[config.mk]
export PLATFORM = sky130hd
export DESIGN_NAME = nearest_and_aligned_point_search
export DESIGN_NICKNAME = d
export VERILOG_FILES = /design/src/napsrch_pkg.sv /design/src/napsrch_ctrl.sv /design/src/napsrch_dp.sv /design/src/nearest_and_aligned_point_search.sv
export SDC_FILE = /design/constraint.sdc
export NUM_CORES = 2
export LEC_CHECK = 0
export ABC_AREA = 1
export ABC_CLOCK_PERIOD_IN_PS = 15500
export BUFFER_PORTS_ARGS = -buffer_cell sky130_fd_sc_hd__buf_4
export CORE_MARGIN = 2
export CORE_UTILIZATION = 59
export CTS_BUF_LIST = sky130_fd_sc_hd__clkbuf_4
export DETAILED_ROUTE_END_ITERATION = 8
export PLACE_DENSITY_LB_ADDON = 0.08
export SLEW_MARGIN = 0
export SYNTH_ARGS = -nofsm -noshare
export SYNTH_HDL_FRONTEND = slang
export SYNTH_HIERARCHICAL = 1
export SYNTH_SLANG_ARGS = --single-unit
[constraint.sdc]
create_clock -name clk -period 15.5 [get_ports clk]
set_input_delay 4.65 -clock clk [delete_from_list [all_inputs] [get_ports clk]]
set_output_delay 4.65 -clock clk [all_outputs]
set_load 0.05 [all_outputs]
[src/napsrch_pkg.sv]
package napsrch_pkg;

  localparam int COORD_W = 24;
  localparam int DIST_W  = 25;
  localparam int COS_W   = 16;
  localparam int SEG_QB  = 24;   // fraction bits of the segment parameter
  localparam int UNIT_QB = 28;   // fraction bits of x^2/|v|^2
  localparam int SQ_STEPS = 25;  // root bits out of a 50-bit radicand
  localparam int IN_W  = 8 * COORD_W;
  localparam int OUT_W = 144;

  localparam logic [1:0] FUNC_START  = 2'd0;
  localparam logic [1:0] FUNC_CIRCLE = 2'd1;
  localparam logic [1:0] FUNC_QUAD   = 2'd2;
  localparam logic [1:0] FUNC_NONE   = 2'd3;

  typedef enum logic [3:0] {
    M_NONE, M_RX_VX, M_RY_VY, M_VX_VX, M_VY_VY, M_VX_T, M_VY_T,
    M_WX_WX, M_WY_WY, M_UX_HX, M_UY_HY
  } msel_t;

  typedef enum logic [1:0] {
    ACC_HOLD, ACC_LOAD, ACC_ADD
  } aop_t;

  typedef enum logic [4:0] {
    OP_NONE, OP_LOAD, OP_W_FROM_B, OP_PT_A, OP_MID, OP_VEC, OP_SAVE_NUM,
    OP_SAVE_DEN, OP_PT_S, OP_PT_E, OP_DIV_INIT_SEG, OP_DIV_INIT_UNIT,
    OP_DIV_STEP, OP_PT_X, OP_PT_Y, OP_W_FROM_P, OP_SAVE_N, OP_SQ_INIT_N,
    OP_SQ_INIT_Q, OP_SQ_STEP, OP_SAVE_DIST, OP_UNIT_X, OP_UNIT_Y,
    OP_SET_HEAD, OP_UPDATE, OP_PUBLISH
  } op_t;

  typedef struct packed {
    msel_t msel;
    aop_t  aop;
    op_t   op;
  } dp_cmd_t;

  typedef struct packed {
    logic [1:0] func;
    logic       num_le0;
    logic       num_ge_den;
    logic       den_zero;
    logic       out_full;
  } dp_stat_t;

endpackage

[src/napsrch_ctrl.sv]
module napsrch_ctrl (
  input  logic                 clk,
  input  logic                 rst,
  input  logic                 in_fire,
  output logic                 in_ready,
  input  napsrch_pkg::dp_stat_t stat,
  output napsrch_pkg::dp_cmd_t  cmd
);

  typedef enum logic [5:0] {
    S_IDLE, S_DISP, S_Q_VEC, S_Q_M0, S_Q_M1, S_Q_M2, S_Q_M3, S_Q_M4, S_Q_M5,
    S_Q_DEC, S_Q_DIV, S_Q_T0, S_Q_T1, S_Q_T2, S_C_W, S_U_M0, S_U_M1, S_U_M2,
    S_U_N, S_D_INIT, S_D_SQ, S_D_SAVE, S_U_CM, S_U_DI, S_U_DV, S_U_SI, S_U_SQ,
    S_U_SET, S_ST_SET, S_K_M0, S_K_M1, S_K_M2, S_K_UPD
  } state_t;

  state_t     state;
  logic [4:0] cnt;
  logic       comp_y;
  logic       fin;

  assign in_ready = (state == S_IDLE) && !fin;

  always_ff @(posedge clk) begin
    if (rst) begin
      state  <= S_IDLE;
      cnt    <= '0;
      comp_y <= 1'b0;
      fin    <= 1'b0;
    end else begin
      if (fin) begin
        if (!stat.out_full) fin <= 1'b0;
      end else begin
        unique case (state)
          S_IDLE:   if (in_fire) state <= S_DISP;
          S_DISP: begin
            unique case (stat.func)
              napsrch_pkg::FUNC_START:  state <= S_U_M0;
              napsrch_pkg::FUNC_CIRCLE: state <= S_C_W;
              napsrch_pkg::FUNC_QUAD:   state <= S_Q_VEC;
              default: begin
                state <= S_IDLE;
                fin   <= 1'b1;
              end
            endcase
          end
          S_Q_VEC:  state <= S_Q_M0;
          S_Q_M0:   state <= S_Q_M1;
          S_Q_M1:   state <= S_Q_M2;
          S_Q_M2:   state <= S_Q_M3;
          S_Q_M3:   state <= S_Q_M4;
          S_Q_M4:   state <= S_Q_M5;
          S_Q_M5:   state <= S_Q_DEC;
          S_Q_DEC: begin
            if (stat.den_zero || stat.num_le0 || stat.num_ge_den) begin
              state <= S_C_W;
            end else begin
              state <= S_Q_DIV;
              cnt   <= 5'(napsrch_pkg::SEG_QB - 1);
            end
          end
          S_Q_DIV: begin
            if (cnt == '0) state <= S_Q_T0;
            else cnt <= cnt - 5'd1;
          end
          S_Q_T0:   state <= S_Q_T1;
          S_Q_T1:   state <= S_Q_T2;
          S_Q_T2:   state <= S_C_W;
          S_C_W:    state <= S_U_M0;
          S_U_M0:   state <= S_U_M1;
          S_U_M1:   state <= S_U_M2;
          S_U_M2:   state <= S_U_N;
          S_U_N: begin
            comp_y <= 1'b0;
            state  <= (stat.func == napsrch_pkg::FUNC_START) ? S_U_CM : S_D_INIT;
          end
          S_D_INIT: begin
            state <= S_D_SQ;
            cnt   <= 5'(napsrch_pkg::SQ_STEPS - 1);
          end
          S_D_SQ: begin
            if (cnt == '0) state <= S_D_SAVE;
            else cnt <= cnt - 5'd1;
          end
          S_D_SAVE: state <= S_U_CM;
          S_U_CM:   state <= S_U_DI;
          S_U_DI: begin
            state <= S_U_DV;
            cnt   <= 5'(napsrch_pkg::UNIT_QB - 1);
          end
          S_U_DV: begin
            if (cnt == '0) state <= S_U_SI;
            else cnt <= cnt - 5'd1;
          end
          S_U_SI: begin
            state <= S_U_SQ;
            cnt   <= 5'(napsrch_pkg::SQ_STEPS - 1);
          end
          S_U_SQ: begin
            if (cnt == '0) state <= S_U_SET;
            else cnt <= cnt - 5'd1;
          end
          S_U_SET: begin
            if (!comp_y) begin
              comp_y <= 1'b1;
              state  <= S_U_CM;
            end else begin
              state <= (stat.func == napsrch_pkg::FUNC_START) ? S_ST_SET : S_K_M0;
            end
          end
          S_ST_SET: begin
            state <= S_IDLE;
            fin   <= 1'b1;
          end
          S_K_M0:   state <= S_K_M1;
          S_K_M1:   state <= S_K_M2;
          S_K_M2:   state <= S_K_UPD;
          // dot product sits in acc now
          S_K_UPD: begin
            state <= S_IDLE;
            fin   <= 1'b1;
          end
          default:  state <= S_IDLE;
        endcase
      end
    end
  end

  // command decode
  always_comb begin
    cmd.msel = napsrch_pkg::M_NONE;
    cmd.aop  = napsrch_pkg::ACC_HOLD;
    cmd.op   = napsrch_pkg::OP_NONE;
    if (fin) begin
      if (!stat.out_full) cmd.op = napsrch_pkg::OP_PUBLISH;
    end else begin
      unique case (state)
        S_IDLE: if (in_fire) cmd.op = napsrch_pkg::OP_LOAD;
        S_DISP: begin
          unique case (stat.func)
            napsrch_pkg::FUNC_START:  cmd.op = napsrch_pkg::OP_W_FROM_B;
            napsrch_pkg::FUNC_CIRCLE: cmd.op = napsrch_pkg::OP_PT_A;
            napsrch_pkg::FUNC_QUAD:   cmd.op = napsrch_pkg::OP_MID;
            default:                  cmd.op = napsrch_pkg::OP_NONE;
          endcase
        end
        S_Q_VEC: cmd.op = napsrch_pkg::OP_VEC;
        S_Q_M0:  cmd.msel = napsrch_pkg::M_RX_VX;
        S_Q_M1: begin
          cmd.msel = napsrch_pkg::M_RY_VY;
          cmd.aop  = napsrch_pkg::ACC_LOAD;
        end
        S_Q_M2: begin
          cmd.msel = napsrch_pkg::M_VX_VX;
          cmd.aop  = napsrch_pkg::ACC_ADD;
        end
        S_Q_M3: begin
          cmd.msel = napsrch_pkg::M_VY_VY;
          cmd.aop  = napsrch_pkg::ACC_LOAD;
          cmd.op   = napsrch_pkg::OP_SAVE_NUM;
        end
        S_Q_M4: cmd.aop = napsrch_pkg::ACC_ADD;
        S_Q_M5: cmd.op  = napsrch_pkg::OP_SAVE_DEN;
        S_Q_DEC: begin
          if (stat.den_zero || stat.num_le0) cmd.op = napsrch_pkg::OP_PT_S;
          else if (stat.num_ge_den)          cmd.op = napsrch_pkg::OP_PT_E;
          else                               cmd.op = napsrch_pkg::OP_DIV_INIT_SEG;
        end
        S_Q_DIV: cmd.op   = napsrch_pkg::OP_DIV_STEP;
        S_Q_T0:  cmd.msel = napsrch_pkg::M_VX_T;
        S_Q_T1: begin
          cmd.msel = napsrch_pkg::M_VY_T;
          cmd.op   = napsrch_pkg::OP_PT_X;
        end
        S_Q_T2:  cmd.op   = napsrch_pkg::OP_PT_Y;
        S_C_W:   cmd.op   = napsrch_pkg::OP_W_FROM_P;
        S_U_M0:  cmd.msel = napsrch_pkg::M_WX_WX;
        S_U_M1: begin
          cmd.msel = napsrch_pkg::M_WY_WY;
          cmd.aop  = napsrch_pkg::ACC_LOAD;
        end
        S_U_M2:   cmd.aop = napsrch_pkg::ACC_ADD;
        S_U_N:    cmd.op  = napsrch_pkg::OP_SAVE_N;
        S_D_INIT: cmd.op  = napsrch_pkg::OP_SQ_INIT_N;
        S_D_SQ:   cmd.op  = napsrch_pkg::OP_SQ_STEP;
        S_D_SAVE: cmd.op  = napsrch_pkg::OP_SAVE_DIST;
        S_U_CM:   cmd.msel = comp_y ? napsrch_pkg::M_WY_WY : napsrch_pkg::M_WX_WX;
        S_U_DI:   cmd.op  = napsrch_pkg::OP_DIV_INIT_UNIT;
        S_U_DV:   cmd.op  = napsrch_pkg::OP_DIV_STEP;
        S_U_SI:   cmd.op  = napsrch_pkg::OP_SQ_INIT_Q;
        S_U_SQ:   cmd.op  = napsrch_pkg::OP_SQ_STEP;
        S_U_SET:  cmd.op  = comp_y ? napsrch_pkg::OP_UNIT_Y : napsrch_pkg::OP_UNIT_X;
        S_ST_SET: cmd.op  = napsrch_pkg::OP_SET_HEAD;
        S_K_M0:   cmd.msel = napsrch_pkg::M_UX_HX;
        S_K_M1: begin
          cmd.msel = napsrch_pkg::M_UY_HY;
          cmd.aop  = napsrch_pkg::ACC_LOAD;
        end
        S_K_M2: begin
          cmd.aop = napsrch_pkg::ACC_ADD;
        end
        S_K_UPD:  cmd.op  = napsrch_pkg::OP_UPDATE;
        default: cmd.op = napsrch_pkg::OP_NONE;
      endcase
    end
  end

endmodule

[src/napsrch_dp.sv]
module napsrch_dp (
  input  logic                            clk,
  input  logic                            rst,
  input  napsrch_pkg::dp_cmd_t            cmd,
  output napsrch_pkg::dp_stat_t           stat,
  input  logic [1:0]                      in_func,
  input  logic [napsrch_pkg::IN_W-1:0]    in_data,
  output logic                            out_valid,
  input  logic                            out_ready,
  output logic [napsrch_pkg::OUT_W-1:0]   out_data
);

  localparam int CW = napsrch_pkg::COORD_W;

  // cosine accumulate ends in the K_M2 cycle; UPDATE reads acc in the cycle after
  logic [1:0]             func;
  logic signed [CW-1:0]   ax, ay, bx, by, cx, cy, dx, dy;
  logic signed [CW-1:0]   ox, oy, sx, sy, ex, ey, px, py;
  logic signed [15:0]     hx, hy, ux, uy;
  logic signed [CW:0]     vx, vy, rx, ry, wx, wy;
  logic signed [25:0]     ma, mb;
  logic signed [51:0]     prod, acc, num;
  logic [49:0]            den, n;
  logic [49:0]            drem, dden;
  logic [27:0]            quot;
  logic                   dsat;
  logic [49:0]            srad;
  logic [25:0]            srem;
  logic [24:0]            sroot;
  logic [24:0]            cand_dist;

  logic                   near_valid, best_valid;
  logic signed [CW-1:0]   near_px, near_py, best_px, best_py;
  logic [24:0]            near_dist;
  logic signed [15:0]     best_cos;

  logic [50:0]            div_r2;
  logic [27:0]            sq_r, sq_trial;
  logic [15:0]            s_rnd;
  logic [28:0]            q_full;
  logic signed [51:0]     csum, cval, tx;
  logic signed [15:0]     cos_c;
  logic signed [CW:0]     sum_ab_x, sum_ab_y, sum_cd_x, sum_cd_y;

  localparam logic signed [51:0] COS_HALF = 52'sd8192;
  localparam logic signed [51:0] COS_POS  = 52'sd16384;
  localparam logic signed [51:0] COS_NEG  = -52'sd16384;
  localparam logic signed [15:0] COS_MIN  = -16'sd16384;
  localparam logic signed [51:0] T_HALF   = 52'sd8388608;

  always_comb begin
    ma = '0;
    mb = '0;
    case (cmd.msel)
      napsrch_pkg::M_RX_VX: begin ma = 26'(rx); mb = 26'(vx); end
      napsrch_pkg::M_RY_VY: begin ma = 26'(ry); mb = 26'(vy); end
      napsrch_pkg::M_VX_VX: begin ma = 26'(vx); mb = 26'(vx); end
      napsrch_pkg::M_VY_VY: begin ma = 26'(vy); mb = 26'(vy); end
      napsrch_pkg::M_VX_T:  begin ma = 26'(vx); mb = {2'b00, quot[23:0]}; end
      napsrch_pkg::M_VY_T:  begin ma = 26'(vy); mb = {2'b00, quot[23:0]}; end
      napsrch_pkg::M_WX_WX: begin ma = 26'(wx); mb = 26'(wx); end
      napsrch_pkg::M_WY_WY: begin ma = 26'(wy); mb = 26'(wy); end
      napsrch_pkg::M_UX_HX: begin ma = 26'(ux); mb = 26'(hx); end
      napsrch_pkg::M_UY_HY: begin ma = 26'(uy); mb = 26'(hy); end
      default: begin ma = '0; mb = '0; end
    endcase
  end

  always_comb begin
    sum_ab_x = 25'(ax) + 25'(bx);
    sum_ab_y = 25'(ay) + 25'(by);
    sum_cd_x = 25'(cx) + 25'(dx);
    sum_cd_y = 25'(cy) + 25'(dy);
    div_r2   = {drem, 1'b0};
    sq_r     = {srem, srad[49:48]};
    sq_trial = {1'b0, sroot, 2'b01};
    s_rnd    = sroot[15:0] + 16'(srem > {1'b0, sroot});
    q_full   = dsat ? 29'h1000_0000 : {1'b0, quot};
    tx       = prod + T_HALF;
    csum     = acc + COS_HALF;
    cval     = csum >>> 14;
    if (cval > COS_POS)      cos_c = 16'sd16384;
    else if (cval < COS_NEG) cos_c = COS_MIN;
    else                     cos_c = cval[15:0];
  end

  assign stat.func       = func;
  assign stat.num_le0    = (num <= 52'sd0);
  assign stat.num_ge_den = (num >= $signed({2'b00, den}));
  assign stat.den_zero   = (den == '0);
  assign stat.out_full   = out_valid;

  always_ff @(posedge clk) begin
    prod <= ma * mb;
    case (cmd.aop)
      napsrch_pkg::ACC_LOAD: acc <= prod;
      napsrch_pkg::ACC_ADD:  acc <= acc + prod;
      default:               acc <= acc;
    endcase
  end

  always_ff @(posedge clk) begin
    if (rst) begin
      ox <= '0; oy <= '0; hx <= '0; hy <= '0;
      near_valid <= 1'b0; near_px <= '0; near_py <= '0; near_dist <= '0;
      best_valid <= 1'b0; best_px <= '0; best_py <= '0; best_cos <= COS_MIN;
      out_valid <= 1'b0;
      func      <= napsrch_pkg::FUNC_NONE;
    end else begin
      if (out_valid && out_ready) out_valid <= 1'b0;
      case (cmd.op)
        napsrch_pkg::OP_LOAD: begin
          func <= in_func;
          ax <= in_data[CW*1-1:CW*0]; ay <= in_data[CW*2-1:CW*1];
          bx <= in_data[CW*3-1:CW*2]; by <= in_data[CW*4-1:CW*3];
          cx <= in_data[CW*5-1:CW*4]; cy <= in_data[CW*6-1:CW*5];
          dx <= in_data[CW*7-1:CW*6]; dy <= in_data[CW*8-1:CW*7];
        end
        napsrch_pkg::OP_W_FROM_B: begin wx <= 25'(bx); wy <= 25'(by); end
        napsrch_pkg::OP_PT_A: begin px <= ax; py <= ay; end
        napsrch_pkg::OP_MID: begin
          sx <= sum_ab_x[CW:1]; sy <= sum_ab_y[CW:1];
          ex <= sum_cd_x[CW:1]; ey <= sum_cd_y[CW:1];
        end
        napsrch_pkg::OP_VEC: begin
          vx <= 25'(ex) - 25'(sx); vy <= 25'(ey) - 25'(sy);
          rx <= 25'(ox) - 25'(sx); ry <= 25'(oy) - 25'(sy);
        end
        napsrch_pkg::OP_SAVE_NUM: num <= acc;
        napsrch_pkg::OP_SAVE_DEN: den <= acc[49:0];
        napsrch_pkg::OP_PT_S: begin px <= sx; py <= sy; end
        napsrch_pkg::OP_PT_E: begin px <= ex; py <= ey; end
        napsrch_pkg::OP_DIV_INIT_SEG: begin
          drem <= num[49:0]; dden <= den; quot <= '0; dsat <= 1'b0;
        end
        napsrch_pkg::OP_DIV_INIT_UNIT: begin
          drem <= prod[49:0]; dden <= n; quot <= '0;
          dsat <= (prod[49:0] >= n);
        end
        napsrch_pkg::OP_DIV_STEP: begin
          if (div_r2 >= {1'b0, dden}) begin
            drem <= 50'(div_r2 - {1'b0, dden});
            quot <= {quot[26:0], 1'b1};
          end else begin
            drem <= div_r2[49:0];
            quot <= {quot[26:0], 1'b0};
          end
        end
        napsrch_pkg::OP_PT_X: px <= sx + tx[47:24];
        napsrch_pkg::OP_PT_Y: py <= sy + tx[47:24];
        napsrch_pkg::OP_W_FROM_P: begin
          wx <= 25'(px) - 25'(ox); wy <= 25'(py) - 25'(oy);
        end
        napsrch_pkg::OP_SAVE_N: n <= acc[49:0];
        napsrch_pkg::OP_SQ_INIT_N: begin
          srad <= n; srem <= '0; sroot <= '0;
        end
        napsrch_pkg::OP_SQ_INIT_Q: begin
          srad <= {21'd0, q_full}; srem <= '0; sroot <= '0;
        end
        napsrch_pkg::OP_SQ_STEP: begin
          srad <= {srad[47:0], 2'b00};
          if (sq_r >= sq_trial) begin
            srem  <= 26'(sq_r - sq_trial);
            sroot <= {sroot[23:0], 1'b1};
          end else begin
            srem  <= sq_r[25:0];
            sroot <= {sroot[23:0], 1'b0};
          end
        end
        napsrch_pkg::OP_SAVE_DIST: cand_dist <= sroot;
        napsrch_pkg::OP_UNIT_X:
          ux <= (n == '0) ? 16'sd0 : (wx[CW] ? -$signed(s_rnd) : $signed(s_rnd));
        napsrch_pkg::OP_UNIT_Y:
          uy <= (n == '0) ? 16'sd0 : (wy[CW] ? -$signed(s_rnd) : $signed(s_rnd));
        napsrch_pkg::OP_SET_HEAD: begin
          ox <= ax; oy <= ay; hx <= ux; hy <= uy;
          near_valid <= 1'b0; near_px <= '0; near_py <= '0; near_dist <= '0;
          best_valid <= 1'b0; best_px <= '0; best_py <= '0; best_cos <= COS_MIN;
        end
        napsrch_pkg::OP_UPDATE: begin
          if (!near_valid || near_dist > cand_dist) begin
            near_valid <= 1'b1; near_px <= px; near_py <= py; near_dist <= cand_dist;
          end
          if (!best_valid || best_cos < cos_c) begin
            best_valid <= 1'b1; best_px <= px; best_py <= py; best_cos <= cos_c;
          end
        end
        napsrch_pkg::OP_PUBLISH: begin
          out_valid <= 1'b1;
          out_data  <= {5'd0, best_cos, best_py, best_px, best_valid,
                        near_dist, near_py, near_px, near_valid};
        end
        default: ;
      endcase
    end
  end

endmodule

[src/nearest_and_aligned_point_search.sv]
// Channel | Dir | Payload
// s_*     | in  | tuser: func[1:0]; tdata: a_x,a_y,b_x,b_y,c_x,c_y,d_x,d_y (24 b each)
// m_*     | out | tdata: found/x/y/dist of nearest, found/x/y/cos of best aligned
//
// One item at a time. Work runs through the shared bit-serial divider (28 steps
// per unit component, plus the 24-step segment divide for a quadrangle whose
// projection does not clamp) and root unit (25 steps, three runs per candidate,
// two per start); an unused selector goes straight to publish. s_tready returns
// in the cycle m_tvalid rises.
// rst is synchronous; results clear and best cosine reads minus one.
// A finished result sits in the output register; the next item is taken
// meanwhile and only its publish waits on m_tready.
module nearest_and_aligned_point_search (
  input  logic         clk,
  input  logic         rst,
  input  logic         s_tvalid,
  output logic         s_tready,
  input  logic [191:0] s_tdata,  // a_x, a_y, b_x, b_y, c_x, c_y, d_x, d_y from bit 0
  input  logic [1:0]   s_tuser,  // func
  output logic         m_tvalid,
  input  logic         m_tready,
  output logic [143:0] m_tdata   // nearest_found, nearest_x, nearest_y, nearest_dist,
                                 // aligned_found, aligned_x, aligned_y, aligned_cos,
                                 // zero fill
);

  napsrch_pkg::dp_cmd_t  cmd;
  napsrch_pkg::dp_stat_t stat;
  logic                  in_fire;

  assign in_fire = s_tvalid && s_tready;

  napsrch_ctrl u_ctrl (
    .clk      (clk),
    .rst      (rst),
    .in_fire  (in_fire),
    .in_ready (s_tready),
    .stat     (stat),
    .cmd      (cmd)
  );

  napsrch_dp u_dp (
    .clk       (clk),
    .rst       (rst),
    .cmd       (cmd),
    .stat      (stat),
    .in_func   (s_tuser),
    .in_data   (s_tdata),
    .out_valid (m_tvalid),
    .out_ready (m_tready),
    .out_data  (m_tdata)
  );

endmodule

==> run metrics <==
status finished, violations left; failing checks max-capacitance violations, max-slew violations; CTS resizes 0; antenna violations before repair 15; CTS Hold Bufs 0; worst hold slack 0.420 ns; Post-synth EDFFs 1116; post-synthesis average cell area 9.12 um2; Yosys top cell by area edfxtp_1; Core Area 169000 um2; final setup vio count 0; Nets 13.1k; postcts setup bufs 0; maximum vdd drop 142 uV; Largest stage delay, worst path 0.87 ns; Synth area leaders edfxtp_1 (33%), fa_1 (14%), ha_1 (8.8%); Total Wirelength 336000 um; hold path depth 0; CP max stage cell inv_1; DR DRC count 0; flop2flop setup slack 3.79 ns; critical path arrival 12.92 ns; root buffer cell clkbuf_4; CP startpoint kind register; Clock transition at path regs 0.07 ns; CTS Buffer Depth 4; layout cells sized above 1 10.2%; Initial Utilization 59.3%; detailed placement HPWL 261000 um; Clock Sinks 1403; Fin Setup TNS 0 ns; area grow syn2layout 10.2%; grt total ovfl 0; Leak 50.3 nW; post-synthesis cell area 100000 um2; most common cell in the netlist inv_1; CTS tree built; Clk Latency, worst-skew pair 1.41 ns; Die W 417 um; Inst Count DP 13.4k; Final Hold Violating Endpoints 0; Cell Count, Final, Fillers Out 14.1k; largest net degree at the start of global routing 146; Synth top area share 33.4%; die area 173000 um2; number of synthesized register bits 1403; Buffers on Ports 338; MaxCap Viol Count 1; list of most frequent post-synthesis cells inv_1 (1916), nand2_1 (1862), edfxtp_1 (1116), nor2_1 (967), a21oi_1 (820); CP endpoint kind register; RSZ-0062 raised after global routing no; Ports 344; maximum operating frequency 85.4 MHz; GRT Overall Usage 38.5%; vias in the first global route 82.1k; reg2reg path depth 39; max_slew headroom -10.7%; routability cong. 1.07; Vias 82.5k; WS Path Type register to register; drt first pass iters 6; WL/cell 23.9 um; post-synth cell types 68; Hold WC Path Type register to register; top_reg_cell synth edfxtp_1; crit share post-route 75.5%; Seq/Total Area, Yosys 39.1%; power density cells 171 nW/um2; Rows 151; H-tree Lvls 5; skew final 0.135 ns; CTS Buf Count 380; Synth Instances 11.0k; FFs w/ async S/R, synth 0%; Yosys Warn Count 6; Slew @ Worst Pin 1.65 ns; Max Slew Vio Count 3; Required @ worst endpoint 16.72 ns; critical-path maximum fanout 26; via-per-instance ratio 5.87; Period minus WS final 11.71 ns; 1st-iter DRT viols 8642; first-pass GRT wire length 497000 um; antenna-violating nets left 0; Die H 417 um; most frequent CP cell inv_1
[metal layers]
layer | up-vias | GRT usage, % | routed length [um]
met3 | 985 | 7.91 | 31600
met4 | 16 | 26.2 | 26300
li1 | 37500 | - | -
met2 | 4387 | 60.5 | 152000
met5 | - | 0.0556 | 118
met1 | 39600 | 48.1 | 126000
[metrics by stage]
| stage | util (%) | instance area, um2 | total power (W) | worst slack [ns] |
|---|---|---|---|---|
| after global routing | 65.4 | 111000 | 0.0201 | 3.23 |
| after detailed placement | 62.4 | 106000 | 0.0153 | 4.20 |
| after floorplan | - | 100000 | 0.0120 | 1.08 |
| after global placement | 62.4 | 106000 | 0.0152 | 4.31 |
| final | 65.4 | 111000 | 0.0190 | 3.79 |
| after CTS | 65.4 | 111000 | 0.0188 | 4.16 |
[placed cells by master, fill, tap and decap left out, types with 35 or more instances in the layout]
master     instances
o21bai_1          38
edfxtp_1        1116
o21ai_0          638
a21oi_1          818
fa_1             708
clkbuf_4         558
nor2_1           954
a22o_1            40
nand2_1         1861
a31oi_1           44
nor3_1            76
xnor2_1          153
nor4_1            50
clkinv_1          97
o22ai_1           62
ha_1             703
nand4_1           74
buf_4            453
o211ai_1          62
dfxtp_1          287
o2111ai_1         35
inv_1           1912
nand3_1          362
xor2_1           287
[path summary, 6_finish.rpt]
| kind | end | from |
|---|---|---|
| setup / recovery | u_dp/prod[49] | u_ctrl/state[5] |
| hold / removal | u_dp/out_data[20] | u_dp/near_px[19] |
| setup reg to reg | u_dp/prod[49] | u_ctrl/state[5] |
| hold reg to reg | u_dp/out_data[20] | u_dp/near_px[19] |
[cells by family (layout without fill, tap and decap cells)]
| logic type | count (synthesis) | after routing | synth area share [%] |
|---|---|---|---|
| other cells | 1 | 15 | 0.00374 |
| simple gates | 3533 | 3533 | 14.6 |
| compound gates | 1955 | 1955 | 11.0 |
| xor+xnor | 441 | 441 | 3.85 |
| fa+ha+maj | 1411 | 1411 | 22.9 |
| flops | 1403 | 1403 | 39.1 |
| buf+inv | 2264 | 3079 | 8.55 |
[sequential cells by signal (all words and copies together) (netlist names), 25 cells and up]
name,cells
u_dp/acc,52
u_dp/cand_dist,25
u_dp/dden,50
u_dp/den,50
u_dp/drem,50
u_dp/n,50
u_dp/near_dist,25
u_dp/num,52
u_dp/out_data,139
u_dp/prod,52
u_dp/quot,28
u_dp/rx,25
u_dp/ry,25
u_dp/srad,50
u_dp/srem,26
u_dp/sroot,25
u_dp/vx,25
u_dp/vy,25
u_dp/wx,25
u_dp/wy,25
[critical path, delay by kind of cell, from the launching register on]
family                     cells  cell delay, ns
AOI/OAI and AO/OA              9            2.68
DFF                            1            0.38
adders and majority gates      8            3.98
and+or+nand+nor               10            2.11
buffers and inverters         11            2.23
xor gates and xnor gates       1            0.15
[cell type report]
class	instances	area [um2]
Timing Repair Buffer	454	3420
Clock buffer	558	4190
Antenna cell	10	25.0
Clock inverter	117	801
Inverter	1950	7330
Multi-Input combinational cell	7345	52900
Fill cell	14100	58600
Sequential cell	1403	39300
Tap cell	2218	2780
[where the power goes]
group / leakage [nW] / switching (W) / internal [W] / total [W]
Combinational: 34.8 / 0.00666 / 0.00312 / 0.00978
Clock: 2.95 / 0.00159 / 0.00185 / 0.00344
Sequential: 12.6 / 0.000687 / 0.00505 / 0.00574
(Power assumes the default switching activity.)
